**src/rtl/core/triple_des_ede_cipher_core_macros.svh**
```systemverilog
// Assertion macros for the triple DES core.
// No dependencies; included by files that assert.
`ifndef TRIPLE_DES_EDE_CIPHER_CORE_MACROS_SVH
`define TRIPLE_DES_EDE_CIPHER_CORE_MACROS_SVH
`ifndef SYNTH
`define TDC_ASSERT_IMPL(label, clk, rst_n, ante, cons) \
    label: assert property (@(posedge clk) disable iff (!rst_n) (ante) |-> (cons)) \
        else $error("assertion failed");
`define TDC_ASSERT_NEXT(label, clk, rst_n, ante, cons) \
    label: assert property (@(posedge clk) disable iff (!rst_n) (ante) |=> (cons)) \
        else $error("assertion failed");
`else
`define TDC_ASSERT_IMPL(label, clk, rst_n, ante, cons)
`define TDC_ASSERT_NEXT(label, clk, rst_n, ante, cons)
`endif
`endif

```
**src/rtl/core/tdes_pkg.sv**
```systemverilog
// Package for the triple DES core: DES tables, round function and types.
// No dependencies.
package tdes_pkg;
    localparam int unsigned NumRounds = 48;
    localparam int unsigned PassRounds = 16;

    typedef enum logic [1:0] {
        REG_KEY_ONE   = 2'd0,
        REG_KEY_TWO   = 2'd1,
        REG_KEY_THREE = 2'd2,
        REG_SINGLE    = 2'd3
    } t_reg_idx;

    typedef struct packed {
        logic        valid;
        logic [63:0] data;
    } t_stage;

    typedef logic [47:0] t_subkey;

    function automatic logic [3:0] sbox(input int unsigned n, input logic [5:0] b);
        logic [255:0] row;
        logic [5:0]   idx;
        begin
            case (n)
                0: row = 256'hE4D12FB83A6C5907_0F74E2D1A6CB9538_41E8D62BFC973A50_FC8249175B3EA06D;
                1: row = 256'hF18E6B34972DC05A_3D47F28EC01A69B5_0E7BA4D158C6932F_D8A13F42B67C05E9;
                2: row = 256'hA09E63F51DC7B428_D709346A285ECBF1_D6498F30B12C5AE7_1AD069874FE3B52C;
                3: row = 256'h7DE3069A1285BC4F_D8B56F03472C1AE9_A690CB7DF13E5284_3F06A1D8945BC72E;
                4: row = 256'h2C417AB6853FD0E9_EB2C47D150FA3986_421BAD78F9C5630E_B8C71E2D6F09A453;
                5: row = 256'hC1AF92680D34E75B_AF427C9561DE0B38_9EF528C3704A1DB6_432C95FABE17608D;
                6: row = 256'h4B2EF08D3C975A61_D0B7491AE35C2F86_14BDC37EAF680592_6BD814A7950FE23C;
                default: row = 256'hD2846FB1A93E50C7_1FD8A374C56B0E92_7B419CE206ADF358_21E74A8DFC90356B;
            endcase
            idx = {b[5], b[0], b[4:1]};
            sbox = row[255 - 4*idx -: 4];
        end
    endfunction

    // f(R, K): expand, mix key, substitute, permute.
    function automatic logic [31:0] feistel(input logic [31:0] r, input t_subkey k);
        localparam int E [48] = '{32,1,2,3,4,5,4,5,6,7,8,9,8,9,10,11,12,13,12,13,14,15,16,17,
            16,17,18,19,20,21,20,21,22,23,24,25,24,25,26,27,28,29,28,29,30,31,32,1};
        localparam int P [32] = '{16,7,20,21,29,12,28,17,1,15,23,26,5,18,31,10,
            2,8,24,14,32,27,3,9,19,13,30,6,22,11,4,25};
        logic [47:0] x;
        logic [31:0] s;
        logic [31:0] o;
        begin
            for (int i = 0; i < 48; i++) x[47-i] = r[32-E[i]];
            x = x ^ k;
            for (int j = 0; j < 8; j++) s[31-4*j -: 4] = sbox(j, x[47-6*j -: 6]);
            for (int i = 0; i < 32; i++) o[31-i] = s[32-P[i]];
            feistel = o;
        end
    endfunction

    function automatic logic [63:0] ip(input logic [63:0] x);
        localparam int T [64] = '{58,50,42,34,26,18,10,2,60,52,44,36,28,20,12,4,
            62,54,46,38,30,22,14,6,64,56,48,40,32,24,16,8,57,49,41,33,25,17,9,1,
            59,51,43,35,27,19,11,3,61,53,45,37,29,21,13,5,63,55,47,39,31,23,15,7};
        logic [63:0] o;
        begin
            for (int i = 0; i < 64; i++) o[63-i] = x[64-T[i]];
            ip = o;
        end
    endfunction

    function automatic logic [63:0] fp(input logic [63:0] x);
        localparam int T [64] = '{40,8,48,16,56,24,64,32,39,7,47,15,55,23,63,31,
            38,6,46,14,54,22,62,30,37,5,45,13,53,21,61,29,36,4,44,12,52,20,60,28,
            35,3,43,11,51,19,59,27,34,2,42,10,50,18,58,26,33,1,41,9,49,17,57,25};
        logic [63:0] o;
        begin
            for (int i = 0; i < 64; i++) o[63-i] = x[64-T[i]];
            fp = o;
        end
    endfunction

    // Subkey for round i (0..15) of one key.
    function automatic t_subkey subkey(input logic [63:0] key, input int unsigned i);
        localparam int PC1 [56] = '{57,49,41,33,25,17,9,1,58,50,42,34,26,18,
            10,2,59,51,43,35,27,19,11,3,60,52,44,36,63,55,47,39,31,23,15,
            7,62,54,46,38,30,22,14,6,61,53,45,37,29,21,13,5,28,20,12,4};
        localparam int PC2 [48] = '{14,17,11,24,1,5,3,28,15,6,21,10,23,19,12,4,26,8,
            16,7,27,20,13,2,41,52,31,37,47,55,30,40,51,45,33,48,44,49,39,56,34,53,
            46,42,50,36,29,32};
        localparam int ROT [16] = '{1,1,2,2,2,2,2,2,1,2,2,2,2,2,2,1};
        logic [55:0] cd;
        logic [27:0] c;
        logic [27:0] d;
        t_subkey     o;
        begin
            for (int k = 0; k < 56; k++) cd[55-k] = key[64-PC1[k]];
            c = cd[55:28];
            d = cd[27:0];
            for (int k = 0; k < 16; k++) begin
                if (k <= int'(i)) begin
                    for (int s = 0; s < ROT[k]; s++) begin
                        c = {c[26:0], c[27]};
                        d = {d[26:0], d[27]};
                    end
                end
            end
            cd = {c, d};
            for (int k = 0; k < 48; k++) o[47-k] = cd[56-PC2[k]];
            subkey = o;
        end
    endfunction
endpackage

```
**src/rtl/core/tdes_keysched.sv**
```systemverilog
// Key schedule: registers the 16 subkeys of one key.
// Depends on tdes_pkg.
module tdes_keysched (
    input  logic                   i_clk,
    input  logic [63:0]            i_key,
    output tdes_pkg::t_subkey      o_sk [16]
);
    import tdes_pkg::*;

    // The user must change keys only while idle, which the block does not enforce; subkeys are registered from i_key.
    always_ff @(posedge i_clk) begin
        for (int i = 0; i < 16; i++) o_sk[i] <= subkey(i_key, i);
    end
endmodule

```
**config.mk**
```make
export PLATFORM = sky130hd
export DESIGN_NAME = tdes_keysched
export DESIGN_NICKNAME = d
export VERILOG_FILES = /design/src/rtl/core/triple_des_ede_cipher_core_macros.svh /design/src/rtl/core/tdes_pkg.sv /design/src/rtl/core/tdes_keysched.sv
export SDC_FILE = /design/constraint.sdc
export NUM_CORES = 1
export LEC_CHECK = 0
export BUFFER_PORTS_ARGS = -buffer_cell sky130_fd_sc_hd__buf_2
export CAP_MARGIN = 20
export CORE_AREA = 8 8 318 320
export CTS_CLUSTER_DIAMETER = 200
export DETAILED_ROUTE_END_ITERATION = 12
export DIE_AREA = 0 0 326 328
export GPL_ROUTABILITY_DRIVEN = 0
export PLACE_DENSITY_LB_ADDON = 0.1
export SKIP_CTS_REPAIR_TIMING = 1
export SLEW_MARGIN = 20
export SYNTH_ARGS = -nofsm -noshare
export SYNTH_HDL_FRONTEND = slang
export SYNTH_SLANG_ARGS = --single-unit
```
**constraint.sdc**
```tcl
create_clock -name i_clk -period 1.2 [get_ports i_clk]
set_input_delay 0 -clock i_clk [delete_from_list [all_inputs] [get_ports i_clk]]
set_output_delay 0 -clock i_clk [all_outputs]
set_load 0.05 [all_outputs]
```
==> metrics <==
outcome finished with violations; failing checks setup timing; Sw Ratio 62.3%; die area 0.107 mm2; Setup crit end kind output port; io pins 833; Fmax 823 MHz; number of buffers created by CTS 5; cell-internal power 4.15 mW; post-DR vias/cell 1.88; std cell rows 114; Synth cell types 2; Crit Path Category register to output port; DR iter-0 viols 39; vias in the first global route 4268; number of flip-flops in the largest register 56; Slew Limit Fails 0; Clock power frac 16.6%; Fillers 11200; initial core utilization 6.74%; initial antenna violation count 0; PD cells 1270 mW/mm2; P_leak 4.37 nW; All-Layer GR Usage 3.97%; Final nets 1023; commonest cells after routing, fill and taps aside buf_2, clkbuf_4, buf_4, dlygate4sd3_1, buf_6; first-pass GRT wire length 30900 um; post-synth design cell area 0.00647 mm2; hold wc startpoint i_key[50]; leading cell type in the layout, fill and taps excluded buf_2; MaxCap Viol Count 0; Synth top area share 82.7%; clk buf depth 2; multi-input logic area 0 um2; crit-path max FO 14; CTS tree built; setup tns final -0.150 ns; ranking of synthesized cells by area buf_4, dfxtp_1; Core Area 0.0960 mm2; Setup WS post-layout -0.0149 ns; global route overflow 0; # DRC 0; Die W 326 um; Die Ht 328 um; # setup viols final 15; unrepaired setup endpoints after global routing yes; CTS Sinks 56; slowest CP cell dfxtp_1; Hold WS 0.264 ns; placed inst area 0.00698 mm2; average wire per standard cell 11.0 um; Finished Core Util 9.05%; fin crit period 1.21 ns; overall power 11.0 mW; Routed Antenna Nets 0; DP Cell Count 2171; worst min-delay path class primary input to register; Crit path required time 1.20 ns; Tightest Pin Transition 0.272 ns; CP Launch Type register; Layout Area Growth over Synthesis 34.4%; IO buf count 824; synthesis-stage register bit count 56; hpwl dp 21400 um; Largest regs o_sk: 56 flops; Clock Pin Slew Worst Setup and Hold Paths 0.10 ns; worst setup path startpoint o_sk[37]; Tcrit/Tclk final 101%; switching pwr 6.86 mW; Biggest register o_sk; Worst slew margin 82.0%; Gate power share 63.5%; cells along the critical path buf_4, buf_2; Flop pwr share 19.9%; Synth Instances 768; Syn Nets 833; Placement Setup Slack 0.246 ns; root buffer cell clkbuf_16; peak supply drop 546 uV; max incr delay on CP 0.33 ns; H-tree levels 2; share of layout cells above drive strength 1 93.0%; Via Count 4197; Syn Area/Cell 8.42 um2; Detailed Route WL 24500 um; design area 0.00869 mm2; Data arrival, critical path 1.21 ns; Final Hold Fails 0; DR pass1 iterations 2; sequential area share after synthesis 17.3%; cell taking the most area after synthesis buf_4; Syn. warnings 0; Multi-In Gates 0; largest net degree at the start of global routing 18; non-filler instance count after layout 2237
layout make-up:
cell class	count	area [um2]	share of cell area, %
Antenna cell	2	5.00	0.0576
Clock buffer	6	129	1.48
Clock inverter	2	16.3	0.187
Sequential cell	56	1240	14.3
Tap cell	1276	1600	18.4
Timing Repair Buffer	895	5700	65.6
logic make-up (layout without fill, tap and decap cells):
| kind of cell | count (synthesis) | count (layout) | share of synthesized area [%] |
|---|---|---|---|
| buffers and inverters | 712 | 903 | 82.7 |
| flip-flops | 56 | 56 | 17.3 |
| other | 0 | 2 | 0 |
Yosys cell counts:
library cell	number
buf_4	712
dfxtp_1	56
worst max-delay path, delay by kind of cell, from the launching register on:
family | cells | cell delay, ns
flip-flops | 1 | 0.33
buffers and inverters | 2 | 0.51
final timing paths:
kind        end  cells past startpoint
max   o_sk[320]                      2
min    o_sk[59]                      2
layer usage:
metal	share of wire [%]	vias to the layer above	GRT usage [%]
met5	0	-	0
met4	1.7	0	1.75
met3	8.7	11	1.98
met2	59	344	8.05
met1	30	1863	3.10
li1	-	1979	-
power by group through the flow:
stage	Sequential (mW)	Clock, mW	Combinational, mW
finish	2.19	1.82	6.99
global route	2.24	2.17	7.18
CTS	2.20	2.19	6.59
detailed placement	2.25	0	6.58
global placement	2.24	0	6.65
floorplan	2.62	0	6.32
No activity file was read; power rests on OpenSTA's default activity.
