<file path="src/rtl/core/triple_des_ede_cipher_core_macros.svh">
// Assertion macros for the triple DES core.
// No dependencies; included by files that assert.
`ifndef TRIPLE_DES_EDE_CIPHER_CORE_MACROS_SVH
`define TRIPLE_DES_EDE_CIPHER_CORE_MACROS_SVH
`ifndef SYNTH
`define TDC_ASSERT_IMPL(label, clk, rst_n, ante, cons) \
    label: assert property (@(posedge clk) disable iff (!rst_n) (ante) |-> (cons)) \
        else $error("assertion failed");
`define TDC_ASSERT_NEXT(label, clk, rst_n, ante, cons) \
    label: assert property (@(posedge clk) disable iff (!rst_n) (ante) |=> (cons)) \
        else $error("assertion failed");
`else
`define TDC_ASSERT_IMPL(label, clk, rst_n, ante, cons)
`define TDC_ASSERT_NEXT(label, clk, rst_n, ante, cons)
`endif
`endif

</file>
<file path="src/rtl/core/tdes_pkg.sv">
// Package for the triple DES core: DES tables, round function and types.
// No dependencies.
package tdes_pkg;
    localparam int unsigned NumRounds = 48;
    localparam int unsigned PassRounds = 16;

    typedef enum logic [1:0] {
        REG_KEY_ONE   = 2'd0,
        REG_KEY_TWO   = 2'd1,
        REG_KEY_THREE = 2'd2,
        REG_SINGLE    = 2'd3
    } t_reg_idx;

    typedef struct packed {
        logic        valid;
        logic [63:0] data;
    } t_stage;

    typedef logic [47:0] t_subkey;

    function automatic logic [3:0] sbox(input int unsigned n, input logic [5:0] b);
        logic [255:0] row;
        logic [5:0]   idx;
        begin
            case (n)
                0: row = 256'hE4D12FB83A6C5907_0F74E2D1A6CB9538_41E8D62BFC973A50_FC8249175B3EA06D;
                1: row = 256'hF18E6B34972DC05A_3D47F28EC01A69B5_0E7BA4D158C6932F_D8A13F42B67C05E9;
                2: row = 256'hA09E63F51DC7B428_D709346A285ECBF1_D6498F30B12C5AE7_1AD069874FE3B52C;
                3: row = 256'h7DE3069A1285BC4F_D8B56F03472C1AE9_A690CB7DF13E5284_3F06A1D8945BC72E;
                4: row = 256'h2C417AB6853FD0E9_EB2C47D150FA3986_421BAD78F9C5630E_B8C71E2D6F09A453;
                5: row = 256'hC1AF92680D34E75B_AF427C9561DE0B38_9EF528C3704A1DB6_432C95FABE17608D;
                6: row = 256'h4B2EF08D3C975A61_D0B7491AE35C2F86_14BDC37EAF680592_6BD814A7950FE23C;
                default: row = 256'hD2846FB1A93E50C7_1FD8A374C56B0E92_7B419CE206ADF358_21E74A8DFC90356B;
            endcase
            idx = {b[5], b[0], b[4:1]};
            sbox = row[255 - 4*idx -: 4];
        end
    endfunction

    // f(R, K): expand, mix key, substitute, permute.
    function automatic logic [31:0] feistel(input logic [31:0] r, input t_subkey k);
        localparam int E [48] = '{32,1,2,3,4,5,4,5,6,7,8,9,8,9,10,11,12,13,12,13,14,15,16,17,
            16,17,18,19,20,21,20,21,22,23,24,25,24,25,26,27,28,29,28,29,30,31,32,1};
        localparam int P [32] = '{16,7,20,21,29,12,28,17,1,15,23,26,5,18,31,10,
            2,8,24,14,32,27,3,9,19,13,30,6,22,11,4,25};
        logic [47:0] x;
        logic [31:0] s;
        logic [31:0] o;
        begin
            for (int i = 0; i < 48; i++) x[47-i] = r[32-E[i]];
            x = x ^ k;
            for (int j = 0; j < 8; j++) s[31-4*j -: 4] = sbox(j, x[47-6*j -: 6]);
            for (int i = 0; i < 32; i++) o[31-i] = s[32-P[i]];
            feistel = o;
        end
    endfunction

    function automatic logic [63:0] ip(input logic [63:0] x);
        localparam int T [64] = '{58,50,42,34,26,18,10,2,60,52,44,36,28,20,12,4,
            62,54,46,38,30,22,14,6,64,56,48,40,32,24,16,8,57,49,41,33,25,17,9,1,
            59,51,43,35,27,19,11,3,61,53,45,37,29,21,13,5,63,55,47,39,31,23,15,7};
        logic [63:0] o;
        begin
            for (int i = 0; i < 64; i++) o[63-i] = x[64-T[i]];
            ip = o;
        end
    endfunction

    function automatic logic [63:0] fp(input logic [63:0] x);
        localparam int T [64] = '{40,8,48,16,56,24,64,32,39,7,47,15,55,23,63,31,
            38,6,46,14,54,22,62,30,37,5,45,13,53,21,61,29,36,4,44,12,52,20,60,28,
            35,3,43,11,51,19,59,27,34,2,42,10,50,18,58,26,33,1,41,9,49,17,57,25};
        logic [63:0] o;
        begin
            for (int i = 0; i < 64; i++) o[63-i] = x[64-T[i]];
            fp = o;
        end
    endfunction

    // Subkey for round i (0..15) of one key.
    function automatic t_subkey subkey(input logic [63:0] key, input int unsigned i);
        localparam int PC1 [56] = '{57,49,41,33,25,17,9,1,58,50,42,34,26,18,
            10,2,59,51,43,35,27,19,11,3,60,52,44,36,63,55,47,39,31,23,15,
            7,62,54,46,38,30,22,14,6,61,53,45,37,29,21,13,5,28,20,12,4};
        localparam int PC2 [48] = '{14,17,11,24,1,5,3,28,15,6,21,10,23,19,12,4,26,8,
            16,7,27,20,13,2,41,52,31,37,47,55,30,40,51,45,33,48,44,49,39,56,34,53,
            46,42,50,36,29,32};
        localparam int ROT [16] = '{1,1,2,2,2,2,2,2,1,2,2,2,2,2,2,1};
        logic [55:0] cd;
        logic [27:0] c;
        logic [27:0] d;
        t_subkey     o;
        begin
            for (int k = 0; k < 56; k++) cd[55-k] = key[64-PC1[k]];
            c = cd[55:28];
            d = cd[27:0];
            for (int k = 0; k < 16; k++) begin
                if (k <= int'(i)) begin
                    for (int s = 0; s < ROT[k]; s++) begin
                        c = {c[26:0], c[27]};
                        d = {d[26:0], d[27]};
                    end
                end
            end
            cd = {c, d};
            for (int k = 0; k < 48; k++) o[47-k] = cd[56-PC2[k]];
            subkey = o;
        end
    endfunction
endpackage

</file>
<file path="src/rtl/core/tdes_round.sv">
// One Feistel round stage with valid bit and control sideband.
// Depends on tdes_pkg.
module tdes_round (
    input  logic              i_clk,
    input  logic              i_rst_n,
    input  tdes_pkg::t_stage  i_stage,
    input  logic [1:0]        i_ctl,
    input  tdes_pkg::t_subkey i_sk,
    input  logic              i_bypass,
    output tdes_pkg::t_stage  o_stage,
    output logic [1:0]        o_ctl
);
    import tdes_pkg::*;

    logic [63:0] n_data;

    always_comb begin
        if (i_bypass) begin
            n_data = i_stage.data;
        end else begin
            n_data = {i_stage.data[31:0],
                      i_stage.data[63:32] ^ feistel(i_stage.data[31:0], i_sk)};
        end
    end

    always_ff @(posedge i_clk) begin
        if (!i_rst_n) begin
            o_stage.valid <= 1'b0;
        end else begin
            o_stage.valid <= i_stage.valid;
        end
        o_stage.data <= n_data;
        o_ctl        <= i_ctl;
    end
endmodule

</file>
<file path="config.mk">
export PLATFORM = sky130hd
export DESIGN_NAME = tdes_round
export DESIGN_NICKNAME = d
export VERILOG_FILES = /design/src/rtl/core/triple_des_ede_cipher_core_macros.svh /design/src/rtl/core/tdes_pkg.sv /design/src/rtl/core/tdes_round.sv
export SDC_FILE = /design/constraint.sdc
export NUM_CORES = 1
export LEC_CHECK = 0
export BUFFER_PORTS_ARGS = -buffer_cell sky130_fd_sc_hd__buf_2
export CAP_MARGIN = 20
export CORE_AREA = 2 2 187 152
export CTS_BUF_LIST = sky130_fd_sc_hd__clkbuf_8
export DETAILED_ROUTE_END_ITERATION = 8
export DIE_AREA = 0 0 189 154
export PLACE_DENSITY = 0.54
export SETUP_SLACK_MARGIN = 0.1
export SLEW_MARGIN = 20
export SYNTH_ARGS = -nofsm -noshare
export SYNTH_HDL_FRONTEND = slang
export SYNTH_SLANG_ARGS = --single-unit
</file>
<file path="constraint.sdc">
create_clock -name i_clk -period 2.3 [get_ports i_clk]
set_input_delay 0.23 -clock i_clk [delete_from_list [all_inputs] [get_ports i_clk]]
set_output_delay 0.23 -clock i_clk [all_outputs]
set_load 0.01 [all_outputs]
</file>
==> results.md <==
* Fill count at 2729
* Worst EP required at 2.60 ns
* Synthesized area per cell at 8.55 um2
* Worst path max stage delay at 0.44 ns
* Die ar. at 29100 um2
* Largest net degree at the start of global routing at 60
* Max-Cap Viols at 0
* Primary FF master, synth: dfxtp_1
* Grt met3 use at under 10%
* Most frequent cell after synthesis: nand2_1
* Nature of the critical path startpoint: primary input
* Measured slew at the worst slew-check pin at between 0.7 and 0.8 ns
* Clock Pin Slew Worst Setup and Hold Paths at 0.08 ns
* Pwr dens at 520 nW/um2
* Most common cell type on the critical path: buf_4
* Vias in the first global route at 8033
* Final hold violations at 0
* Setup Viol. Count Final at 0
* Area grow syn2layout at 32.5%
* DP Cell Count at 1585
* Total power at approximately 5600 uW
* IO buf count at between 150 and 200
* Initial drt markers at 847
* Final WS setup at approximately 0.34 ns
* Antenna violations before repair at 2
* Worst Hold Class: primary input to flip-flop
* Vias per cell at between 5 and 6
* Area of the multi-input gates at 6420 um2
* Area of the core at roughly 27000 um2
* Resized Gates After CTS at 0
* Status: finished, final reports clean
* Post-DRT Antenna Nets at 0
* # IOs at roughly 190
* Total Wirelength at 28300 um
* Finished Layout Cells at between 1500 and 2000
* First-pass GRT wire length at 44500 um
* GR peak layer: met2
* Gr ovfl total at 0
* Horiz. Die Dim at about 190 um
* Peak supply drop at between 0.2 and 0.25 mV
* RD Place Congestion at 0.920
* EDFF count, synth at 0
* Place WS at -0.0581 ns
* Post-synthesis sequential area ratio at 16.6%
* Gr usage total at around 19%
* Share of cells above drive strength 1 at 36.6%
* DRC at 0
* Root buf cell: clkbuf_8
* Max Freq at between 500 and 600 MHz
* Mapped cell area at 8080 um2
* RSZ-0062 raised after global routing: false
* Flop and latch count out of synthesis at 67
* Ys Warns at 0
* Max-slew violations at 0
* Synth cell types at 75
* Starting Density at 29.8%
* Flip-flop and latch area at 1340 um2
* Via count at 8338
* P_leak at 0.00475 uW
* M1 GR Usage at between 20% and 30%
* Rows at 54
* CTS tree: built
* Dpl hpwl at 22800 um
* H-tree depth at 3
* Met2 Usage GRT at 29.7%
* Final Critical Period at 1.96 ns
* Crit path capture type: flip-flop
* Slew headroom at between 50% and 60%
* Period Utilization, post-route at between 80% and 90%
* Syn_nets at 1125
* Drt pass-1 iters at 5
* Slowest cell on crit path: mux4_2
* Commonest cells post-synth: nand2_1 (83), dfxtp_1 (67), ha_1 (62)
* DR WL/cell at 17.6 um
* CTS buffer count at 9
* Critical path arrival at 2.26 ns
* Synth Instances at between 900 and 1000
* Nets@finish at 1414
* Synth area leaders: dfxtp_1 (17%), ha_1 (9.6%), mux4_2 (7.8%)
* Post-CTS Setup Inserts at 0
* Sink Count at 67
* Crit path max fanout at 9
* CTS max path bufs at 2
* FFs w/ async S/R, synth at 0%
* Hold-fix buffers at CTS at 2
* Synth area leader: dfxtp_1
* Die Ht at approximately 150 um
* WS Path Type: primary input to flip-flop
* Yosys top cell area share at 16.6%
* Worst-path cell chain: buf_2 -> xor2_2 -> buf_4 -> inv_2 -> buf_4 -> ha_1 -> inv_1 -> mux4_2 -> nand3_1 -> nor3_1 -> a221o_1 -> a211oi_1
## worst max-delay path: cells and delay by family
kind / cells / cell delay (ns)
AO/OA/AOI/OAI: 2 / 0.49
XOR/XNOR: 1 / 0.19
adder cells (fa/ha/maj): 1 / 0.16
buffers and inverters: 5 / 0.56
multiplexers: 1 / 0.44
AND/OR/NAND/NOR: 2 / 0.19
## sequential cells by signal, indices dropped and copies added (netlist names)
register / cells
o_ctl: 2
o_stage: 65
## metal layers
metal	vias to the layer above	wire, um
li1	4067	-
met1	3935	13300
met2	288	12500
met3	44	1700
met4	4	810
met5	-	23
## cells in the final DEF (no fill, tap or decap), drive strengths merged, types with 6 or more instances in the layout
| cell | instances |
|---|---|
| buf | 334 |
| nand2 | 83 |
| dfxtp | 67 |
| ha | 62 |
| xnor2 | 61 |
| nor2 | 52 |
| inv | 52 |
| xor2 | 49 |
| nor3 | 47 |
| mux2i | 42 |
| nand3 | 42 |
| o21ai | 37 |
| mux2 | 34 |
| a21oi | 30 |
| mux4 | 29 |
| o211ai | 22 |
| a211oi | 22 |
| o31ai | 14 |
| and3 | 12 |
| clkbuf | 11 |
| a31oi | 9 |
| a221oi | 8 |
| o21a | 7 |
| o311a | 6 |
| o22ai | 6 |
| nor4 | 6 |
| o2111ai | 6 |
## cells by family after synthesis
family | Yosys count | share of synthesized area (%)
adder cells (fa/ha/maj) | 63 | 9.72
flip-flops | 67 | 16.6
AO/OA/AOI/OAI | 223 | 20.0
XOR/XNOR | 110 | 14.0
AND/OR/NAND/NOR | 268 | 15.5
multiplexers | 105 | 18.1
buffers and inverters | 109 | 6.18
## layout make-up
type                            instances  area share (%)
Antenna cell                            1          0.0234
Clock buffer                           11            1.41
Clock inverter                          5           0.199
Inverter                               51            1.83
Multi-Input combinational cell        769            60.0
Sequential cell                        67            12.5
Tap cell                              364            4.25
Timing Repair Buffer                  336            19.8
## through the flow
stage                     utilization [%]  TNS (ns)  hold WS (ns)  area, um2
after CTS                            39.5         0        0.0527      10700
final                                39.5         0        0.0632      10700
after floorplan                         -   -0.0439         0.258       8270
after global placement               38.8   -0.0850         0.335      10500
after global routing                 39.5         0        0.0649      10700
after detailed placement             38.8    -0.282         0.334      10500
## path summary, 6_finish.rpt
check | start | endpoint | slack [ns] | cells after the start
min | i_stage[64] | o_stage[64] | 0.06 | 2
max | i_stage[28] | o_stage[15] | 0.34 | 12
## report_power, final
part	internal (uW)	leakage [uW]	switching [uW]	total, uW
clock network	436	0.000103	531	967
registers	1310	0.000565	47.6	1350
logic	1530	0.00408	1720	3250
No activity file was read; power rests on OpenSTA's default activity.
